==> src/jbm_pkg.sv <==
// ----------------------------------------------------------------------------
// jbm_pkg
// Types and constants of the string-aware bracket matcher.
// ----------------------------------------------------------------------------
package jbm_pkg;

	// Stream field widths
	localparam int TEXT_W     = 8;
	localparam int IDX_W      = 16;
	localparam int IN_DATA_W  = TEXT_W + IDX_W;
	localparam int OUT_DATA_W = IDX_W;

	// Configuration port
	localparam int CFG_IDX_W  = 1;
	localparam int CFG_DATA_W = 8;

	typedef enum logic [CFG_IDX_W-1:0] {
		REG_OPEN_TOKEN  = 1'b0,
		REG_CLOSE_TOKEN = 1'b1
	} cfg_reg_t;

	localparam logic [TEXT_W-1:0] OPEN_RESET  = 8'h7B;
	localparam logic [TEXT_W-1:0] CLOSE_RESET = 8'h7D;

	// Bytes with fixed meaning inside the text
	localparam logic [TEXT_W-1:0] CH_BACKSLASH = 8'h5C;
	localparam logic [TEXT_W-1:0] CH_QUOTE     = 8'h22;

	// Match status codes
	localparam logic STATUS_FOUND     = 1'b0;
	localparam logic STATUS_NOT_FOUND = 1'b1;

	// Scan flags kept across bytes
	typedef struct packed {
		logic inside_string;
		logic escape_pending;
		logic scan_done;
	} scan_state_t;

	// Outcome of one byte
	typedef struct packed {
		logic valid;
		logic status;
	} scan_result_t;

endpackage

==> src/jbm_scan.sv <==
// ----------------------------------------------------------------------------
// jbm_scan
// Next-state logic of the bracket scan for one text byte.
// ----------------------------------------------------------------------------
module jbm_scan #(
	parameter int DEPTH_BITS = 16
) (
	input  jbm_pkg::scan_state_t          state,
	input  logic signed [DEPTH_BITS-1:0]  depth,
	input  logic [jbm_pkg::TEXT_W-1:0]    text_byte,
	input  logic                          scan_start,
	input  logic                          text_end,
	input  logic [jbm_pkg::TEXT_W-1:0]    open_token,
	input  logic [jbm_pkg::TEXT_W-1:0]    close_token,
	output jbm_pkg::scan_state_t          state_next,
	output logic signed [DEPTH_BITS-1:0]  depth_next,
	output jbm_pkg::scan_result_t         result
);
	import jbm_pkg::*;

	localparam logic signed [DEPTH_BITS-1:0] DEPTH_MAX = {1'b0, {(DEPTH_BITS-1){1'b1}}};
	localparam logic signed [DEPTH_BITS-1:0] DEPTH_MIN = {1'b1, {(DEPTH_BITS-1){1'b0}}};

	scan_state_t                  cur;
	logic signed [DEPTH_BITS-1:0] cur_depth;
	logic signed [DEPTH_BITS-1:0] dec_depth;

	// Clear the scan on a start byte before it is processed
	always_comb begin
		if (scan_start) begin
			cur       = '0;
			cur_depth = '0;
		end else begin
			cur       = state;
			cur_depth = depth;
		end
	end

	// Saturating decrement
	assign dec_depth = (cur_depth != DEPTH_MIN) ? cur_depth - DEPTH_BITS'(1) : cur_depth;

	// Step the flags and depth; report a match or the end of text
	always_comb begin
		state_next = cur;
		depth_next = cur_depth;
		result     = '0;
		if (!cur.scan_done) begin
			priority if (cur.inside_string) begin
				priority if (cur.escape_pending) begin
					state_next.escape_pending = 1'b0;
				end else if (text_byte == CH_BACKSLASH) begin
					state_next.escape_pending = 1'b1;
				end else if (text_byte == CH_QUOTE) begin
					state_next.inside_string = 1'b0;
				end else begin
					// Any other byte inside a string changes nothing
				end
			end else if (text_byte == CH_QUOTE) begin
				state_next.inside_string = 1'b1;
			end else if (text_byte == open_token) begin
				if (cur_depth != DEPTH_MAX) begin
					depth_next = cur_depth + DEPTH_BITS'(1);
				end
			end else if (text_byte == close_token) begin
				depth_next = dec_depth;
				if (dec_depth == '0) begin
					state_next.scan_done = 1'b1;
					result.valid         = 1'b1;
					result.status        = STATUS_FOUND;
				end
			end else begin
				// Ordinary byte: hold flags and depth
			end
			// End of text without a match
			if (text_end && !result.valid) begin
				state_next.scan_done = 1'b1;
				result.valid         = 1'b1;
				result.status        = STATUS_NOT_FOUND;
			end
		end
	end

endmodule

==> src/json_bracket_matcher_unit.sv <==
// ----------------------------------------------------------------------------
// json_bracket_matcher_unit
// Finds the close token that balances the first open token of a scan,
// skipping quoted strings with backslash escapes.
// ----------------------------------------------------------------------------
// Channel  Dir  Payload
// s_*      in   tdata = text_byte, byte_index; tuser = scan_start; tlast = text_end
// m_*      out  tdata = match_index; tuser = match_status
// cfg_*    in   write of open_token (index 0) or close_token (index 1)
//
// One byte per cycle when not stalled; the result shows on m_* in the cycle
// after the byte that causes it. A single pass of flag and depth logic sits
// between the scan state and the output register. s_tready drops only while
// the output register holds a result that m_tready does not take. Reset clears
// the scan to idle (waiting for a start byte) and loads brace tokens.
// ----------------------------------------------------------------------------
module json_bracket_matcher_unit #(
	parameter int INDEX_BITS = 16,
	parameter int DEPTH_BITS = 16
) (
	input  logic                              clk,
	input  logic                              arst_n,
	input  logic                              s_tvalid,
	output logic                              s_tready,
	input  logic [jbm_pkg::IN_DATA_W-1:0]     s_tdata,   // text_byte, byte_index
	input  logic                              s_tuser,   // scan_start
	input  logic                              s_tlast,
	output logic                              m_tvalid,
	input  logic                              m_tready,
	output logic [jbm_pkg::OUT_DATA_W-1:0]    m_tdata,   // match_index
	output logic                              m_tuser,   // match_status
	input  logic                              cfg_we,
	input  logic [jbm_pkg::CFG_IDX_W-1:0]     cfg_index,
	input  logic [jbm_pkg::CFG_DATA_W-1:0]    cfg_data
);
	import jbm_pkg::*;

	localparam int IDX_KEEP = (INDEX_BITS < IDX_W) ? INDEX_BITS : IDX_W;

	logic [TEXT_W-1:0]            open_token_q;
	logic [TEXT_W-1:0]            close_token_q;
	scan_state_t                  state_q;
	logic signed [DEPTH_BITS-1:0] depth_q;
	scan_state_t                  state_next;
	logic signed [DEPTH_BITS-1:0] depth_next;
	scan_result_t                 result;
	logic                         out_valid_q;
	logic                         status_q;
	logic [IDX_KEEP-1:0]          match_index_q;
	logic                         in_xfer;
	logic [TEXT_W-1:0]            text_byte;
	logic [IDX_W-1:0]             byte_index;

	assign text_byte  = s_tdata[TEXT_W-1:0];
	assign byte_index = s_tdata[IN_DATA_W-1:TEXT_W];

	// Accept while the output register is free or being drained
	assign s_tready = !out_valid_q || m_tready;
	assign in_xfer  = s_tvalid && s_tready;

	// Token registers
	always_ff @(posedge clk or negedge arst_n) begin
		if (!arst_n) begin
			open_token_q  <= OPEN_RESET;
			close_token_q <= CLOSE_RESET;
		end else if (cfg_we) begin
			unique case (cfg_reg_t'(cfg_index))
				REG_OPEN_TOKEN:  open_token_q  <= cfg_data;
				REG_CLOSE_TOKEN: close_token_q <= cfg_data;
			endcase
		end
	end

	jbm_scan #(
		.DEPTH_BITS (DEPTH_BITS)
	) u_scan (
		.state       (state_q),
		.depth       (depth_q),
		.text_byte   (text_byte),
		.scan_start  (s_tuser),
		.text_end    (s_tlast),
		.open_token  (open_token_q),
		.close_token (close_token_q),
		.state_next  (state_next),
		.depth_next  (depth_next),
		.result      (result)
	);

	// Advance the scan state on each transfer
	always_ff @(posedge clk or negedge arst_n) begin
		if (!arst_n) begin
			state_q <= '{inside_string: 1'b0, escape_pending: 1'b0, scan_done: 1'b1};
			depth_q <= '0;
		end else if (in_xfer) begin
			state_q <= state_next;
			depth_q <= depth_next;
		end
	end

	// Output valid: load on a result, drop when taken
	always_ff @(posedge clk or negedge arst_n) begin
		if (!arst_n) begin
			out_valid_q <= 1'b0;
		end else if (in_xfer) begin
			out_valid_q <= result.valid;
		end else if (m_tready) begin
			out_valid_q <= 1'b0;
		end
	end

	// Output payload; index is zero when nothing was found
	always_ff @(posedge clk) begin
		if (in_xfer && result.valid) begin
			status_q <= result.status;
			if (result.status == STATUS_FOUND) begin
				match_index_q <= byte_index[IDX_KEEP-1:0];
			end else begin
				match_index_q <= '0;
			end
		end
	end

	assign m_tvalid = out_valid_q;
	assign m_tuser  = status_q;
	assign m_tdata  = OUT_DATA_W'(match_index_q);

endmodule

==> config.mk <==
export PLATFORM = sky130hd
export DESIGN_NAME = json_bracket_matcher_unit
export DESIGN_NICKNAME = d
export VERILOG_FILES = /design/src/jbm_pkg.sv /design/src/jbm_scan.sv /design/src/json_bracket_matcher_unit.sv
export SDC_FILE = /design/constraint.sdc
export NUM_CORES = 1
export LEC_CHECK = 0
export ABC_AREA = 1
export BUFFER_PORTS_ARGS = -buffer_cell sky130_fd_sc_hd__buf_4
export CAP_MARGIN = 10
export CORE_UTILIZATION = 45
export CTS_CLUSTER_DIAMETER = 50
export CTS_CLUSTER_SIZE = 8
export DETAILED_ROUTE_END_ITERATION = 8
export HOLD_SLACK_MARGIN = 0.03
export PLACE_DENSITY = 0.63
export SYNTH_ARGS = -nofsm -noshare
export SYNTH_HDL_FRONTEND = slang
export SYNTH_SLANG_ARGS = --single-unit
==> constraint.sdc <==
create_clock -name clk -period 4.7 [get_ports clk]
set_input_delay 1.41 -clock clk [delete_from_list [all_inputs] [get_ports clk]]
set_output_delay 1.41 -clock clk [all_outputs]
set_load 0.005 [all_outputs]
* Word-level counts from Yosys, hierarchy flattened *
Index checks and enable logic that the tools add are counted.

storage, ports and cells
  word-level logic and storage cells = 62
  output and inout bits = 19
  register bits = 53

operators by class
  equal/unequal tests = 6
  add/sub/neg operators = 2
  bitwise operators = 1
  reductions and logical operators = 10
  multiplexer cells = 34

operator list
  kind                                                 count
  two-way mux 16 bit                                   8
  inequality test 16 bit, second input constant        2
  adder 16 x 2 -> 16 bit, second input constant        1
  equality test 8 bit                                  2
  logical NOT 16 bit                                   1
  two-way mux 1 bit                                    16
  two-way mux 2 bit                                    8
  subtractor 16 x 2 -> 16 bit, second input constant   1
  equality test 8 x 6 -> 1 bit, second input constant  1
  equality test 8 x 7 -> 1 bit, second input constant  1
  two-way mux 3 bit                                    2
  AND reduction 2 bit                                  2
  logical AND 1 bit                                    3
  logical NOT 1 bit                                    2
  nonzero test 2 bit                                   1
  logical OR 1 bit                                     1
  NOT 1 bit                                            1

* Depth between registers and ports, before layout *
  depth in word-level cells = 15
  depth in mapped cells = 18
  gate-level depth less buffers = 15

* Cells and area by module *
A second synthesis with hierarchy kept.

second synthesis, totals
  cells, all modules = 637
  area total of the unflattened synthesis = 4214.0 µm²

by module, submodules not included
  module                     cells each  times used  area an instance (µm²)
  jbm_scan                   435         1           2150.8
  json_bracket_matcher_unit  202         1           2063.2

* Worst setup path before layout *
No wires, ideal clock.

  path type = input port to flip-flop
  start point = input s_tuser
  end point = register match_index_q[0] (netlist: m_tdata[0]), enable pin
  data arrival time = 3.412 ns
  path slack = 0.920 ns
  library setup time = 0.369 ns
  required time = 4.331 ns
  stages on the path = 16
  cells stage by stage = buf_6 inv_6 buf_12 nand2_4 ha_1 nand2_2 nor2_4 nand2_4 buf_6 nand2_1 nand3_1 nor2_1 nand2_2 o21bai_1 nand2_1 inv_1

between the ends
  cells in the longest elaborated chain, start to end = 15

ends and longest elaborated chain
  element                                                                       line                              source
  from (decl)                                                                   json_bracket_matcher_unit.sv:26   input logic s_tuser,
  two-way mux 16 bit                                                            jbm_scan.sv:30                    if (scan_start) begin
  subtractor 16 x 2 -> 16 bit / inequality test 16 bit (equally long branches)  jbm_scan.sv:40                    assign dec_depth = (cur_depth != DEPTH_MIN) ? cur_depth - DEPTH_BITS'(1) : cur_depth;
  two-way mux 16 bit                                                            jbm_scan.sv:40
  logical NOT 16 bit                                                            jbm_scan.sv:66                    if (dec_depth == '0) begin
  two-way mux 2 bit                                                             jbm_scan.sv:66
  two-way mux 2 bit                                                             jbm_scan.sv:64                    end else if (text_byte == close_token) begin
  two-way mux 2 bit                                                             jbm_scan.sv:60                    end else if (text_byte == open_token) begin
  two-way mux 2 bit                                                             jbm_scan.sv:58                    end else if (text_byte == CH_QUOTE) begin
  two-way mux 2 bit                                                             jbm_scan.sv:48                    priority if (cur.inside_string) begin
  two-way mux 2 bit                                                             jbm_scan.sv:47                    if (!cur.scan_done) begin
  logical NOT 1 bit                                                             jbm_scan.sv:75                    if (text_end && !result.valid) begin
  logical AND 1 bit                                                             jbm_scan.sv:75
  two-way mux 2 bit                                                             jbm_scan.sv:75
  two-way mux 2 bit (*)                                                         jbm_scan.sv:47
  logical AND 1 bit (*)                                                         json_bracket_matcher_unit.sv:113  if (in_xfer && result.valid) begin
  to (signal assigned)                                                          json_bracket_matcher_unit.sv:116  match_index_q <= byte_index[IDX_KEEP-1:0];
  to (decl)                                                                     json_bracket_matcher_unit.sv:49   logic [IDX_KEEP-1:0] match_index_q;

Mark *: on every way between the ends. The rest lies on a longest branch, timed or not. The select of a mux whose other input is x is not followed.
A chain may end at the register's enable or synchronous reset.

* Final worst setup path *
  start point = input s_tuser
  end point = register match_index_q[9] (netlist: m_tdata[9]), enable pin

The elaborated chain is that of the path after synthesis.

==> summary.md <==
| Metric | Value |
|---|---|
| Root buf cell | clkbuf_8 |
| Largest net degree at the start of global routing | 37 |
| Site Rows | 34 |
| Startpoint types | input port |
| WHS Path Cells | 2 |
| PortBufs | 58 |
| Cell taking the most area after synthesis | nand2_1 |
| Slew HR | 61.5% |
| # setup viols final | 0 |
| Width of the die | 97.5 um |
| Clk pwr share | 21.2% |
| Die area | 9510 um2 |
| R2R depth | 15 |
| Period utilisation layout | 76.2% |
| Reg2reg start | open_token_q[1]$_DFFE_PN1P_ |
| P_int | 0.868 mW |
| Vias in the first global route | 3908 |
| Area Growth Syn to Fin | 14.9% |
| Global route overflow | 0 |
| Main synth FF type | dfrtp_1 |
| Critical path required time | 4.72 ns |
| Hold_sp | state_q[0]$_DFFE_PN1P_ |
| Core area | 8760 um2 |
| Crit Path Class | in2reg |
| First-pass GRT wire length | 19.7 mm |
| Peak VDD IR | 0.147 mV |
| Yosys reg bits | 53 |
| Clock Tree Buf Depth | 2 |
| Cts bufs inserted | 5 |
| Least-Margin Pin Slew | 0.576 ns |
| Finished Layout Cells | 748 |
| Final Skew | 0.00835 ns |
| Seq pwr share | 41.3% |
| Hpwl dp | 9.48 mm |
| Switching part of the total | 38.9% |
| IO Count | 59 |
| Final Total Pwr | 1.42 mW |
| Worst min-delay path class | reg2reg |
| Resized cells post-CTS | 0 |
| Vias | 4017 |
| Cell variety after synth | 38 |
| Antenna violations before repair | 0 |
| Post-CTS Setup Bufs | 0 |
| Post-route DRC | 0 |
| Initial Utilization | 46.9% |
| Reg-to-Reg End | m_tdata[9]$_SDFFCE_PP0P_ |
| N_diodes | 0 |
| Share of layout cells above drive strength 1 | 21.6% |
| CP max FO | 23 |
| Number of synthesis warnings | 0 |
| Final std cell area, no fill | 4720 um2 |
| Async set-reset flop share out of synthesis | 67.9% |
| Synth top area share | 15.2% |
| Initial DRT Pass Iterations | 5 |
| Fillers | 876 |
| Die Y | 97.5 um |
| Fin nets | 681 |
| TNS Setup | 0 ns |
| Seq/Total Area, Yosys | 34.8% |
| Via density | 5.37 |
| Clock sink count | 53 |
| # H-tree levels | 2 |
| Number of max-cap violations | 0 |
| Placed cells | 740 |
| Cts hold-fix bufs | 0 |
| Combinational group share of total power | 37.5% |
| Status | finished clean |
| Setup repair after global routing missed its margin | false |
| Antenna Nets Post-Route | 0 |
| Routed wire per std cell | 16.3 um |
| Placed cell area | 4610 um2 |
| CTS tree | done |
| Later-pin clock latency in the skew report | 0.31 ns |
| Endpoints failing hold | 0 |
| R2R setup slack | 2.06 ns |
| Setup ws final | 1.12 ns |
| Post-synthesis cell count | 583 |
| Net Count, Synth | 625 |
| Cell Pwr Density | 301 nW/um2 |
| CP arrival | 3.60 ns |
| Synth area leaders | nand2_1 15%, dfrtp_1 14%, edfxtp_1 12%, dfstp_2 8.3%, inv_1 6.8% |
| Total leakage power | 2.38 nW |
| Post-Syn Area | 4110 um2 |
| Max Fclk | 0.279 GHz |
| GP Congestion | 1.01 |
| CP Capture Type | flop |
| Starting DRT DRC Count | 361 |
| NetSw | 0.553 mW |
| GRT Util Overall | 26.5% |
| Fin. max-slew vios | 0 |
| Post-place setup slack | 0.760 ns |
| Mapped Avg Cell Area | 7.04 um2 |
| Number of synthesized flops with an enable pin | 17 |
| Final WL | 12.2 mm |
| Fin crit period | 3.58 ns |
| Hold EP | state_q[0]$_DFFE_PN1P_ |
| Clock transition at the registers of the reported paths | 0.10 ns |
[worst max-delay path, cell delays in order]
cell,delay (ns)
buf_4,0.15
inv_6,0.24
nand2_2,0.18
nor2_1,0.20
nand2_2,0.11
nor2_4,0.12
nand2_4,0.13
nand2_1,0.16
nand3_1,0.09
nor2_1,0.09
nand2_1,0.11
o21bai_1,0.19
nand2_1,0.09
inv_1,0.06
buf_4,0.23
[cells by family after synthesis]
group / after synthesis / synth area share, %
compound gates: 97 / 13.3
flops: 53 / 34.8
xor+xnor: 16 / 3.41
buf+inv: 95 / 10.1
fa+ha+maj: 2 / 0.609
simple gates: 320 / 37.8
[placed cells by master, fill, tap and decap left out]
cell type and n:
a21oi_1 22, a31oi_1 3, a21boi_0 1, clkbuf_1 1, o2111ai_1 1, xor2_1 8
o21ai_2 5, nor2_2 5, edfxtp_1 17, o21ai_0 49, o22ai_1 2, o21bai_1 1
nor2_8 1, nand4_1 12, clkbuf_8 5, nor2_1 57, buf_4 64, nand3_1 32
clkbuf_16 1, nor3_2 3, nor2_4 15, ha_1 2, inv_1 74, inv_6 2
inv_2 5, a22oi_1 2, nand2_1 166, dfrtp_1 23, xnor2_1 8, a22o_1 1
nand3_2 1, or2_0 1, o211ai_1 7, o21ai_1 3, dfstp_2 13, nor3_1 9
nand2_4 11, nand2_2 7
[per-stage QoR]
step	util, %	hold slack (ns)
2_1_floorplan	-	0.457
4_1_cts	53.8	0.499
3_3_place_gp	52.6	0.479
3_5_place_dp	52.6	0.484
6_report	53.8	0.500
5_1_grt	53.8	0.529
[cells in the mapped netlist (2+ instances only)]
cell type	instances
nand2_1	166
nor3_2	3
nand4_1	12
xnor2_1	8
clkbuf_1	9
o21ai_0	49
nor3_1	9
buf_6	3
nor2_4	15
nand3_1	32
o21ai_1	3
ha_1	2
inv_1	74
o211ai_1	7
dfstp_2	13
nand2_2	7
a22oi_1	2
a31oi_1	3
nand2_4	11
nor2_1	57
xor2_1	8
o21ai_2	5
a21oi_1	22
dfrtp_1	23
nor2_2	5
edfxtp_1	17
buf_12	2
inv_2	5
o22ai_1	2
[layout make-up]
| type | instances | area [um2] | area share [%] |
|---|---|---|---|
| clock buffers | 7 | 97.6 | 2.07 |
| clock inverters | 1 | 8.76 | 0.186 |
| inverters | 80 | 305 | 6.47 |
| multi-input cells | 435 | 2260 | 48.0 |
| flip-flops and latches | 53 | 1430 | 30.3 |
| well taps | 108 | 135 | 2.86 |
| repair buffers | 64 | 480 | 10.2 |
[flip-flops by register name, indices dropped and copies added (netlist names)]
signal and count:
state_q 3, m_tvalid 1, m_tdata 16, open_token_q 8, close_token_q 8, m_tuser 1
depth_q 16
[power by group through the flow]
stage / clock, mW / combinational [mW] / sequential [mW]
2_1_floorplan: 0 / 0.380 / 0.585
3_3_place_gp: 0 / 0.524 / 0.596
3_5_place_dp: 0 / 0.527 / 0.595
4_1_cts: 0.311 / 0.529 / 0.586
5_1_grt: 0.332 / 0.601 / 0.595
6_report: 0.302 / 0.533 / 0.587
[worst max-delay path by stage]
stage	start	end	slack, ns	cells after the start
after floorplan	s_tuser	m_tdata[0]$_SDFFCE_PP0P_	0.92	16
after global placement	s_tuser	m_tdata[14]$_SDFFCE_PP0P_	0.78	15
after detailed placement	s_tuser	m_tdata[10]$_SDFFCE_PP0P_	0.76	15
after CTS	s_tuser	m_tdata[11]$_SDFFCE_PP0P_	1.12	14
after global routing	s_tuser	m_tdata[11]$_SDFFCE_PP0P_	0.81	15
final	s_tuser	m_tdata[9]$_SDFFCE_PP0P_	1.12	15
[layer usage]
metal / routed length (um) / up-vias / share of wire [%] / global-route usage (%)
met1: 4960 / 1795 / 41 / 33.6
met3: 752 / 47 / 6.2 / 3.60
met2: 5830 / 184 / 48 / 42.8
met5: 0 / - / 0 / 0
met4: 614 / 0 / 5.0 / 15.7
li1: - / 1991 / - / -
(Power assumes the default switching activity.)
